<file path="src/ppi_pkg.sv">
package ppi_pkg;

    typedef struct packed {
        logic       first_pixel;
        logic [7:0] red;
        logic [7:0] green;
        logic [7:0] blue;
    } t_pix_in;

    typedef struct packed {
        logic [7:0] color_index;
        logic       newly_added;
        logic       palette_full_overflow;
        logic [8:0] distinct_count;
    } t_pix_out;

    typedef enum logic [2:0] {
        ST_IDLE,
        ST_READ,
        ST_CMP,
        ST_HIT,
        ST_MISS
    } t_state;

    typedef struct packed {
        logic load;
        logic rd_en;
        logic ptr_inc;
        logic hit;
        logic miss;
    } t_ctrl_cmd;

    typedef struct packed {
        logic empty;
        logic match;
        logic last;
    } t_dp_status;

endpackage

</file>
<file path="src/ppi_ctrl.sv">
module ppi_ctrl import ppi_pkg::*; (
    input  logic       i_clk,
    input  logic       i_rst_n,
    input  logic       i_start,
    input  t_dp_status i_status,
    output t_ctrl_cmd  o_cmd,
    output logic       o_busy
);

    t_state r_state;
    t_state n_state;

    always_ff @(posedge i_clk) begin
        if (!i_rst_n) begin
            r_state <= ST_IDLE;
        end else begin
            r_state <= n_state;
        end
    end

    always_comb begin
        n_state = r_state;
        case (r_state)
            ST_IDLE: begin
                if (i_start) begin
                    n_state = ST_READ;
                end
            end
            ST_READ: begin
                n_state = i_status.empty ? ST_MISS : ST_CMP;
            end
            ST_CMP: begin
                if (i_status.match) begin
                    n_state = ST_HIT;
                end else if (i_status.last) begin
                    n_state = ST_MISS;
                end else begin
                    n_state = ST_READ;
                end
            end
            ST_HIT:  n_state = ST_IDLE;
            ST_MISS: n_state = ST_IDLE;
            default: n_state = ST_IDLE;
        endcase
    end

    always_comb begin
        o_cmd  = '0;
        o_busy = 1'b1;
        case (r_state)
            ST_IDLE: begin
                o_busy     = 1'b0;
                o_cmd.load = i_start;
            end
            ST_READ: begin
                o_cmd.rd_en = !i_status.empty;
            end
            ST_CMP: begin
                o_cmd.ptr_inc = !i_status.match && !i_status.last;
            end
            ST_HIT: begin
                o_cmd.hit = 1'b1;
            end
            ST_MISS: begin
                o_cmd.miss = 1'b1;
            end
            default: begin
                o_busy = 1'b1;
            end
        endcase
    end

endmodule

</file>
<file path="config.mk">
export PLATFORM = sky130hd
export DESIGN_NAME = ppi_ctrl
export DESIGN_NICKNAME = d
export VERILOG_FILES = /design/src/ppi_pkg.sv /design/src/ppi_ctrl.sv
export SDC_FILE = /design/constraint.sdc
export NUM_CORES = 1
export LEC_CHECK = 0
export BUFFER_PORTS_ARGS = -buffer_cell sky130_fd_sc_hd__buf_2
export CAP_MARGIN = 5
export CORE_AREA = 5 5 42 44
export DETAILED_ROUTE_END_ITERATION = 10
export DIE_AREA = 0 0 47 49
export SLEW_MARGIN = 25
export SYNTH_ARGS = -nofsm -noshare
export SYNTH_HDL_FRONTEND = slang
export SYNTH_SLANG_ARGS = --single-unit
</file>
<file path="constraint.sdc">
create_clock -name i_clk -period 1.3 [get_ports i_clk]
set_input_delay 0.195 -clock i_clk [delete_from_list [all_inputs] [get_ports i_clk]]
set_output_delay 0.195 -clock i_clk [all_outputs]
set_load 0.05 [all_outputs]
</file>
-- After elaboration in Yosys (flattened, before gate mapping)
Index checks and enable logic that the tools add are counted.
- $add $sub $neg: 0
- multiply operators: 0
- div/mod/pow operators: 0
- magnitude comparators: 0
- eq/ne operators: 5
- shifts and indexed selects: 0
- muxes and demuxes: 11
- bitwise gates (word level): 0
- reduce and logical (&&, ||, !) cells: 5
- operators by type and width (operator ; number):
    3-bit 2-to-1 mux ; 4
    3-bit case mux with 3 select lines ; 1
    3-bit by 2-bit equality test with 1-bit output, second input constant ; 2
    1-bit 2-to-1 mux ; 6
    3-bit by 1-bit equality test with 1-bit output, second input constant ; 1
    3-bit equality test, second input constant ; 1
    1-bit logical NOT ; 3
    3-bit logical NOT ; 1
    2-bit inequality test, second input constant ; 1
    1-bit logical AND ; 1
- register bits after elaboration: 3
- bits in latches: 0
- RAM bits: 0
- bits in read-only memories: 0
- input port bits: 6
- output and inout port bits: 6
- memories kept: 0

-- Logic depth before layout (Yosys ltp)
Gate-level depths: netlist of the first run.
- depth in word-level cells: 3
- depth in mapped cells: 3
- depth with buffers taken out: 2

-- Worst setup path before layout of the first run
OpenSTA, ideal clock, no wires.
- path type: reg-to-output
- start: register r_state[0]
- end: output port o_cmd[2] (netlist bit)
- arrival time: 1.992 ns
- data required time: 1.105 ns
- setup slack: -0.887 ns
- stages on the path, launching flop included: 3
- buffers on the path: 1
- path through: dfxtp_1 -> buf_4 -> nor4_1
- RTL lines (what ; line ; RTL):
    start, declared ; ppi_ctrl.sv:10 ; t_state r_state;
    start signal, assigned ; ppi_ctrl.sv:17 ; r_state <= n_state;
    end, declared ; ppi_ctrl.sv:6 ; output t_ctrl_cmd o_cmd,

==> summary.md, run 1 <==
The flow ran to the end, but the final reports show violations. The final reports fail on negative setup slack. The standby leakage power was 0.000186 µW. For the sum of overflow across all layers after global routing, the log shows 0.

The number of optimization iterations in the first detailed-route pass came out at 1. In the layout the commonest cells are buf_6, buf_2, clkbuf_4, buf_4, dfxtp_2. The final layout contains routed wiring with a total length of 636 µm. The critical path is of the register to output pin type. VDD sags by at most 0.423 mV. The number of core rows is 14. For this design the ratio of total power to cell area is 938 nW/µm².

The count of distinct cell types in the synthesized netlist is 17, and the share of cells above drive strength 1 is 0.795. The post-synthesis to final-layout area growth is 117%. The number of input and output port buffers inserted works out to 11. The routed layout has 254 vias. The tools report the normalized max-slew margin as 0.713. Between clock sinks in the finished design, the worst skew comes to 0.00160 ns.

Leaving out fill and tap cells, the most frequent cell in the layout is buf_6. The run gives 0 as the final number of hold-violating endpoints. The largest registers in the layout are r_state (3).

The post-layout instance area came out at 468 µm². The synthesized design contains 3 register bits. The DRC marker count from the first detailed-route iteration came out at 0. By area the synthesized netlist is led by dfxtp_1, nand4bb_1, a2111oi_2. The register with the most flip-flops in the layout has 3 of them.

The min-delay analysis places its worst path in the category input port to register. The run gives 0 as the number of diodes. The vertical die dimension is 49 µm. The die covers 2300 µm². The ratio of routed vias to standard cells was 4.23. The maximum number of buffers from clock root to sink came out at 2. Setup violations remaining at the end of the flow were counted as 5. The tools report the CTS buffer count as 3. The finished layout holds 60 standard cells, fillers aside.

Horizontal die dimension: 47 µm. The minimum clock period after layout came out at 1.51 ns. The maximum fanout along the worst path works out to 2. The final weighted congestion in routability-driven placement was 0.639. The aggregate global-route resource usage came out at 0.0605. STA classifies the critical path endpoint as an output pin. The summed instance area of the synthesized netlist is 215 µm². The run gives 30 as the number of nets produced by synthesis. The max-slew violation count is 0, and the largest net degree at the start of global routing is 9. On the final layout, the worst hold slack is 0.250 ns.

The root buffer cell chosen for the clock tree is clkbuf_4. Initial core utilization: 0.154. The average footprint of a synthesized cell was 8.97 µm². Across the run, the number of max-cap violations was 0. For the later-pin clock latency in the skew report, the log shows 0.23 ns. r_state holds more flip-flops than any other register. The most area-hungry cell type in the Yosys netlist is dfxtp_1.

The worst hold path depth works out to 3. After clock tree synthesis, the clock-pin slew on the worst setup and hold paths is 0.03 ns. Transition time at the pin with the least slew margin: 0.427 ns. The post-placement cell count was 54; the gate count after technology mapping was 24. The tools report the first-pass GRT wire length as 979 µm.

In this run the remaining antenna-violating nets after routing total 0. The level count of the clock H-tree was 1; the portion of the post-synthesis area used by sequential elements was 0.279. Via count of the first global-routing pass: 257.

12 I/O pins were placed. After detailed routing, the number of remaining DRC violations is 0. The tools report the clock net sink count as 3. The layout net count is 51. Setup repair after global routing could not meet its margin everywhere.

The floorplan step defined a core boundary enclosing 1400 µm². Once placement finished, the instance area stood at 339 µm². The mean routed wirelength per cell is 10.6 µm. At the worst endpoint, the required time is 1.11 ns.

The tools report the post-layout worst setup margin as -0.208 ns. The proportion of netlist area held by the largest area contributor works out to 0.279. Depth of the most critical reg-to-reg path: 4. The period utilization was 1.16. The worst setup path is launched from a register. STA puts the critical path data arrival time at 1.31 ns. Static timing analysis puts the maximum clock frequency at 0.663 GHz.

The number of antenna violations at the first check in global routing came out at 0. TritonCTS built the clock tree. The wire-length estimate of the detail-placed layout is 458 µm. Yosys printed 0 warnings. After clock tree synthesis, the flow added hold-fix buffers numbering 0.
-- path summary, 6_finish.rpt --
check | start | slack (ns) | endpoint
max | r_state[2]$_SDFFE_PN0P_ | -0.21 | o_cmd[3]
max reg2reg | r_state[2]$_SDFFE_PN0P_ | -0.19 | r_state[1]$_SDFFE_PN0P_
min reg2reg | r_state[0]$_SDFFE_PN0P_ | 0.54 | r_state[0]$_SDFFE_PN0P_
min | i_status[2] | 0.25 | r_state[2]$_SDFFE_PN0P_
-- kinds of logic after synthesis --
family          Yosys count  share of synthesized area
compound gates            2                     0.0930
flops                     3                      0.279
buf+inv                   4                     0.0872
simple gates             15                      0.541
-- synth_stat cells, drive strengths merged --
cell type and n:
a2111oi 1, a21oi 1, and2 1, and3b 1, buf 1, dfxtp 3
inv 3, nand2b 1, nand3b 1, nand4bb 2, nor2 2, nor3 1
nor3b 1, nor4 2, or2b 1, or3 1, or4b 1
-- layout make-up --
cell class | count | area (µm²)
Inverter | 3 | 15.0
Clock buffer | 4 | 26.3
Fill cell | 148 | 933
Multi-Input combinational cell | 17 | 186
Sequential cell | 3 | 63.8
Tap cell | 16 | 20.0
Timing Repair Buffer | 17 | 156
-- layer usage --
metal / up-vias / GRT usage / wire length, µm
met5: - / 0 / 0
met4: 0 / 0.0276 / 0
met3: 0 / 0.0443 / 45
met2: 10 / 0.0837 / 328
met1: 116 / 0.0680 / 262
li1: 128 / - / -
-- critical path, cell delays in order, from the launching register on --
cell and delay (ns):
dfxtp_2 0.31, or4b_4 0.54, clkinvlp_4 0.09, buf_8 0.13
-- per-stage QoR --
step	total power [µW]	utilization	worst slack (ns)	TNS [ns]
2_1_floorplan	201	-	-0.299	-0.545
6_report	439	0.334	-0.208	-0.890
3_5_place_dp	233	0.242	-0.0952	-0.133
4_1_cts	431	0.307	-0.205	-0.717
3_3_place_gp	232	0.242	-0.0754	-0.0988
5_1_grt	464	0.334	-0.237	-1.04
-- power by group --
part	internal, µW	total (µW)	leakage (µW)	switching [µW]
clock	115	164	0.0000150	49.4
sequential	99.5	105	0.0000258	5.50
combinational	78.8	169	0.000145	90.6
total	293	439	0.000186	146
-- timing repair --
| action | in CTS | in global routing |
|---|---|---|
| setup buffers | 1 | 1 |
| resized for setup | 15 | 9 |
| pin swaps | 1 | 3 |
| setup endpoints to repair | 7 | 7 |
Power figures use the tool's default switching activity.
==> run 2: changes to the inputs <==
--- a/config.mk
+++ b/config.mk
@@ -5,6 +5,7 @@
 export SDC_FILE = /design/constraint.sdc
 export NUM_CORES = 1
 export LEC_CHECK = 0
+export ABC_AREA = 1
 export BUFFER_PORTS_ARGS = -buffer_cell sky130_fd_sc_hd__buf_2
 export CAP_MARGIN = 5
 export CORE_AREA = 5 5 42 44
==> summary.md, run 2 <==
Type of the worst setup path: register to output pin (unchanged). The sum of negative setup slack is 0 ns (was -0.890 ns), and the initial core utilization is 0.150 (was 0.154). The clock net sink count was 3 (unchanged); the transition time at the pin with the least slew margin was 0.158 ns (was 0.427 ns). The run finished with clean final reports. The classification of the worst-slack hold path is input port to register (unchanged).

The period utilization works out to 0.990 (was 1.16). The mean routed wirelength per cell was 8.74 µm (was 10.6 µm). The clock share of power came out at 0.327 (was 0.375). Setup repair after global routing could not meet its margin everywhere.

The tools report the critical path endpoint category as an output pin (unchanged). The number of flip-flops in the largest register is 3 (unchanged). The power density over cell area is 1220 nW/µm² (was 938 nW/µm²), and the synthesized flop and latch total is 3 (unchanged). The vertical die dimension was 49 µm (unchanged). The minimum clock period after layout is 1.29 ns (was 1.51 ns). Top cells by area, synth: dfxtp_1, nand3_1, inv_1 (was dfxtp_1, nand4bb_1, a2111oi_2). The post-route clock skew came out at 0.00177 ns (was 0.00160 ns). Top library cells by usage in the layout, fill and taps aside: inv_1, buf_4, nand3_1, buf_2 (was buf_6, buf_2, clkbuf_4, buf_4, dfxtp_2).

Top post-synthesis cells by count: inv_1, nand3_1, nand2_1, nor2_1, dfxtp_1 (was dfxtp_1, inv_1, nand4bb_1, nor2_1, nor4_1). The sum of overflow across all layers after global routing is 0 (unchanged), and the first-pass GRT wire length is 972 µm (was 979 µm). The maximum vdd ir drop came out at 0.408 mV (was 0.423 mV).

The kind of cell adding the most delay to the critical path is flip-flops (was simple AND/OR/NAND/NOR gates). The tools report the layout net count as 61 (was 51). The DRC violations left is 0 (unchanged), and the horizontal die dimension is 47 µm (unchanged).

The normalized max-slew margin was 0.895 (was 0.713). The data required time at the worst endpoint was 1.11 ns (about the same); the via count of the first global-routing pass was 256 (was 257). The logs give 0.431 (was 0.386) for the combinational share of power and 0 (unchanged) for the number of diodes. The run gives 0 (was 5) as the number of failing setup endpoints in the final timing report. The run gives 0 (unchanged) as the warning count from the yosys run.

The tools report the standby leakage power as 0.000210 µW (was 0.000186 µW). Data arrival time of the critical path: 1.09 ns (was 1.31 ns). The tools report the fraction of power consumed by sequential logic as 0.242 (was 0.239). For the max capacitance violation total, the log shows 0 (unchanged). Most common cell after layout, fill and taps aside: inv_1 (was buf_6). Later-pin clock latency in the skew report: 0.23 ns (about the same). For the I/O pin total, the log shows 12 (unchanged). For the count of vias placed by the detailed router, the log shows 279 (was 254).

The post-route total power is 497 µW (was 439 µW), and the aggregate global-route resource usage is 0.0640 (was 0.0605). The pre-CTS setup slack is 0.0976 ns (was -0.0952 ns), and the fmax is 0.777 GHz (was 0.663 GHz). The share of cells above drive strength 1 was 0.574 (was 0.795); the final number of hold-violating endpoints was 0 (unchanged). The final weighted congestion in routability-driven placement was 0.657 (was 0.639); the power dissipated by switching net loads was 200 µW (was 146 µW).

The maximum cell stage delay along the critical path is 0.36 ns (was 0.54 ns), and the portion of the post-synthesis area used by sequential elements is 0.286 (was 0.279). The number of optimization iterations in the first detailed-route pass is 4 (was 1), and the DRC marker count from the first detailed-route iteration is 2 (was 0). The ratio of routed vias to standard cells works out to 3.99 (was 4.23).

Top register by number of flip-flops: r_state (unchanged). Largest registers: r_state (3) (unchanged). The proportion of netlist area held by the largest area contributor came out at 0.286 (was 0.279).

The CTS root buffer was clkbuf_4 (unchanged). The average footprint of a synthesized cell is 6.01 µm² (was 8.97 µm²), and the internal power is 297 µW (was 293 µW). The gate count after technology mapping came out at 35 (was 24). The maximum fanout along the worst path was 4 (was 2); the clock input transition at the sequential cells of the worst setup and hold paths was 0.04 ns (was 0.03 ns). The count of fill cells added during filler insertion was 162 (was 148).

The tools report the summed instance area of the synthesized netlist as 210 µm² (was 215 µm²). The final-layout worst hold slack was 0.225 ns (was 0.250 ns). The max-slew violation count was 0 (unchanged). TritonCTS built the clock tree. Final wirelength: 612 µm (was 636 µm).

Yosys instantiated no cell more often than inv_1. The logs give 7 (was 9) for the largest net degree at the start of global routing and 0 (unchanged) for the number of buffers inserted for hold repair after clock tree synthesis. The post-layout worst setup margin is 0.0131 ns (was -0.208 ns). Most area-hungry cell type in the Yosys netlist: dfxtp_1 (unchanged). The post-synthesis to final-layout area growth came out at 93.5% (was 117%). Cell-by-cell listing of the critical path: nor2_4 -> nand3b_1 -> inv_1 -> buf_6 (was or4b_4 -> clkinvlp_4 -> buf_8). The run gives 2 (unchanged) as the maximum number of buffers from clock root to sink. The number of buffers and inverters on the critical path works out to 2 (unchanged). The run gives 14 (unchanged) as the number of core rows. The final antenna-violating net count was 0 (unchanged); the number of nets produced by synthesis was 41 (was 30). Number of input and output port buffers inserted: 11 (unchanged).

The level count of the clock H-tree was 1 (unchanged); the HPWL after detailed placement was 466 µm (was 458 µm). The async set or reset register ratio after synthesis was 0 (unchanged); the count of distinct cell types in the synthesized netlist was 12 (was 17). The number of enable flip-flop cells after synthesis was 0 (unchanged).

The switching portion of total power came out at 0.402 (was 0.332). The kind of launch point of the worst setup path was a register (unchanged). The full die area was 2300 µm² (unchanged). Core region area: 1400 µm² (unchanged). Flip-flop cell with the highest count after synthesis: dfxtp_1 (unchanged). The critical-path cell with the highest stage delay was dfxtp_4 (was or4b_4).

The CTS buffer count was 3 (unchanged). The number of antenna violations at the first check in global routing was 0 (unchanged).
## run 2: through the flow
step | std cells | instance area (µm²) | utilization
2_1_floorplan | 35 | 220 | -
3_3_place_gp | 62 | 295 | 0.211
3_5_place_dp | 62 | 295 | 0.211
4_1_cts | 68 | 373 | 0.266
5_1_grt | 70 | 407 | 0.290
6_report | 70 | 407 | 0.290
## run 2: path summary, 6_finish.rpt
path | endpoint | slack (ns) | start | cells after the start
setup / recovery | o_cmd[3] | 0.01 | r_state[1]$_SDFFE_PN0P_ | 4
hold / removal | r_state[1]$_SDFFE_PN0P_ | 0.23 | i_rst_n | 3
setup reg to reg | r_state[1]$_SDFFE_PN0P_ | 0.34 | r_state[1]$_SDFFE_PN0P_ | 4
hold reg to reg | r_state[2]$_SDFFE_PN0P_ | 0.52 | r_state[0]$_SDFFE_PN0P_ | 2
## run 2: final cells by class
class	instances	area [µm²]	share of cell area
flip-flops and latches	3	66.3	0.163
inverters	9	33.8	0.0831
repair buffers	15	111	0.274
multi-input cells	23	149	0.366
well taps	16	20.0	0.0492
clock buffers	4	26.3	0.0646
## run 2: per-layer routing
metal / vias to the layer above / share of wire / wire, µm / GRT usage
met3: 2 / 0.065 / 40 / 0.0221
met4: 0 / 0.025 / 15 / 0.0829
met2: 9 / 0.49 / 297 / 0.0792
met1: 121 / 0.42 / 258 / 0.0702
li1: 147 / - / - / -
met5: - / 0 / 0 / 0
## run 2: timing repair
action                                  4_1_cts  5_1_grt
endpoints found under the setup margin        5        6
setup buffers                                 2        2
pin swaps                                     1        2
resized for setup                            13        5
## run 2: cells by family after synthesis
family | synth area share
and+or+nand+nor | 0.464
buffers and inverters | 0.161
DFF | 0.286
AOI/OAI and AO/OA | 0.0893
## run 2: power by group through the flow
stage	sequential (µW)	combinational [µW]	clock [µW]
after floorplan	116	125	0
after global placement	118	159	0
after detailed placement	119	162	0
after CTS	119	193	170
after global routing	122	230	184
final	120	214	163
## run 2: tightest hold or removal path: cells and delay by family
kind | cells | cell delay (ns)
buffers and inverters | 2 | 0.17
AOI/OAI and AO/OA | 1 | 0.04
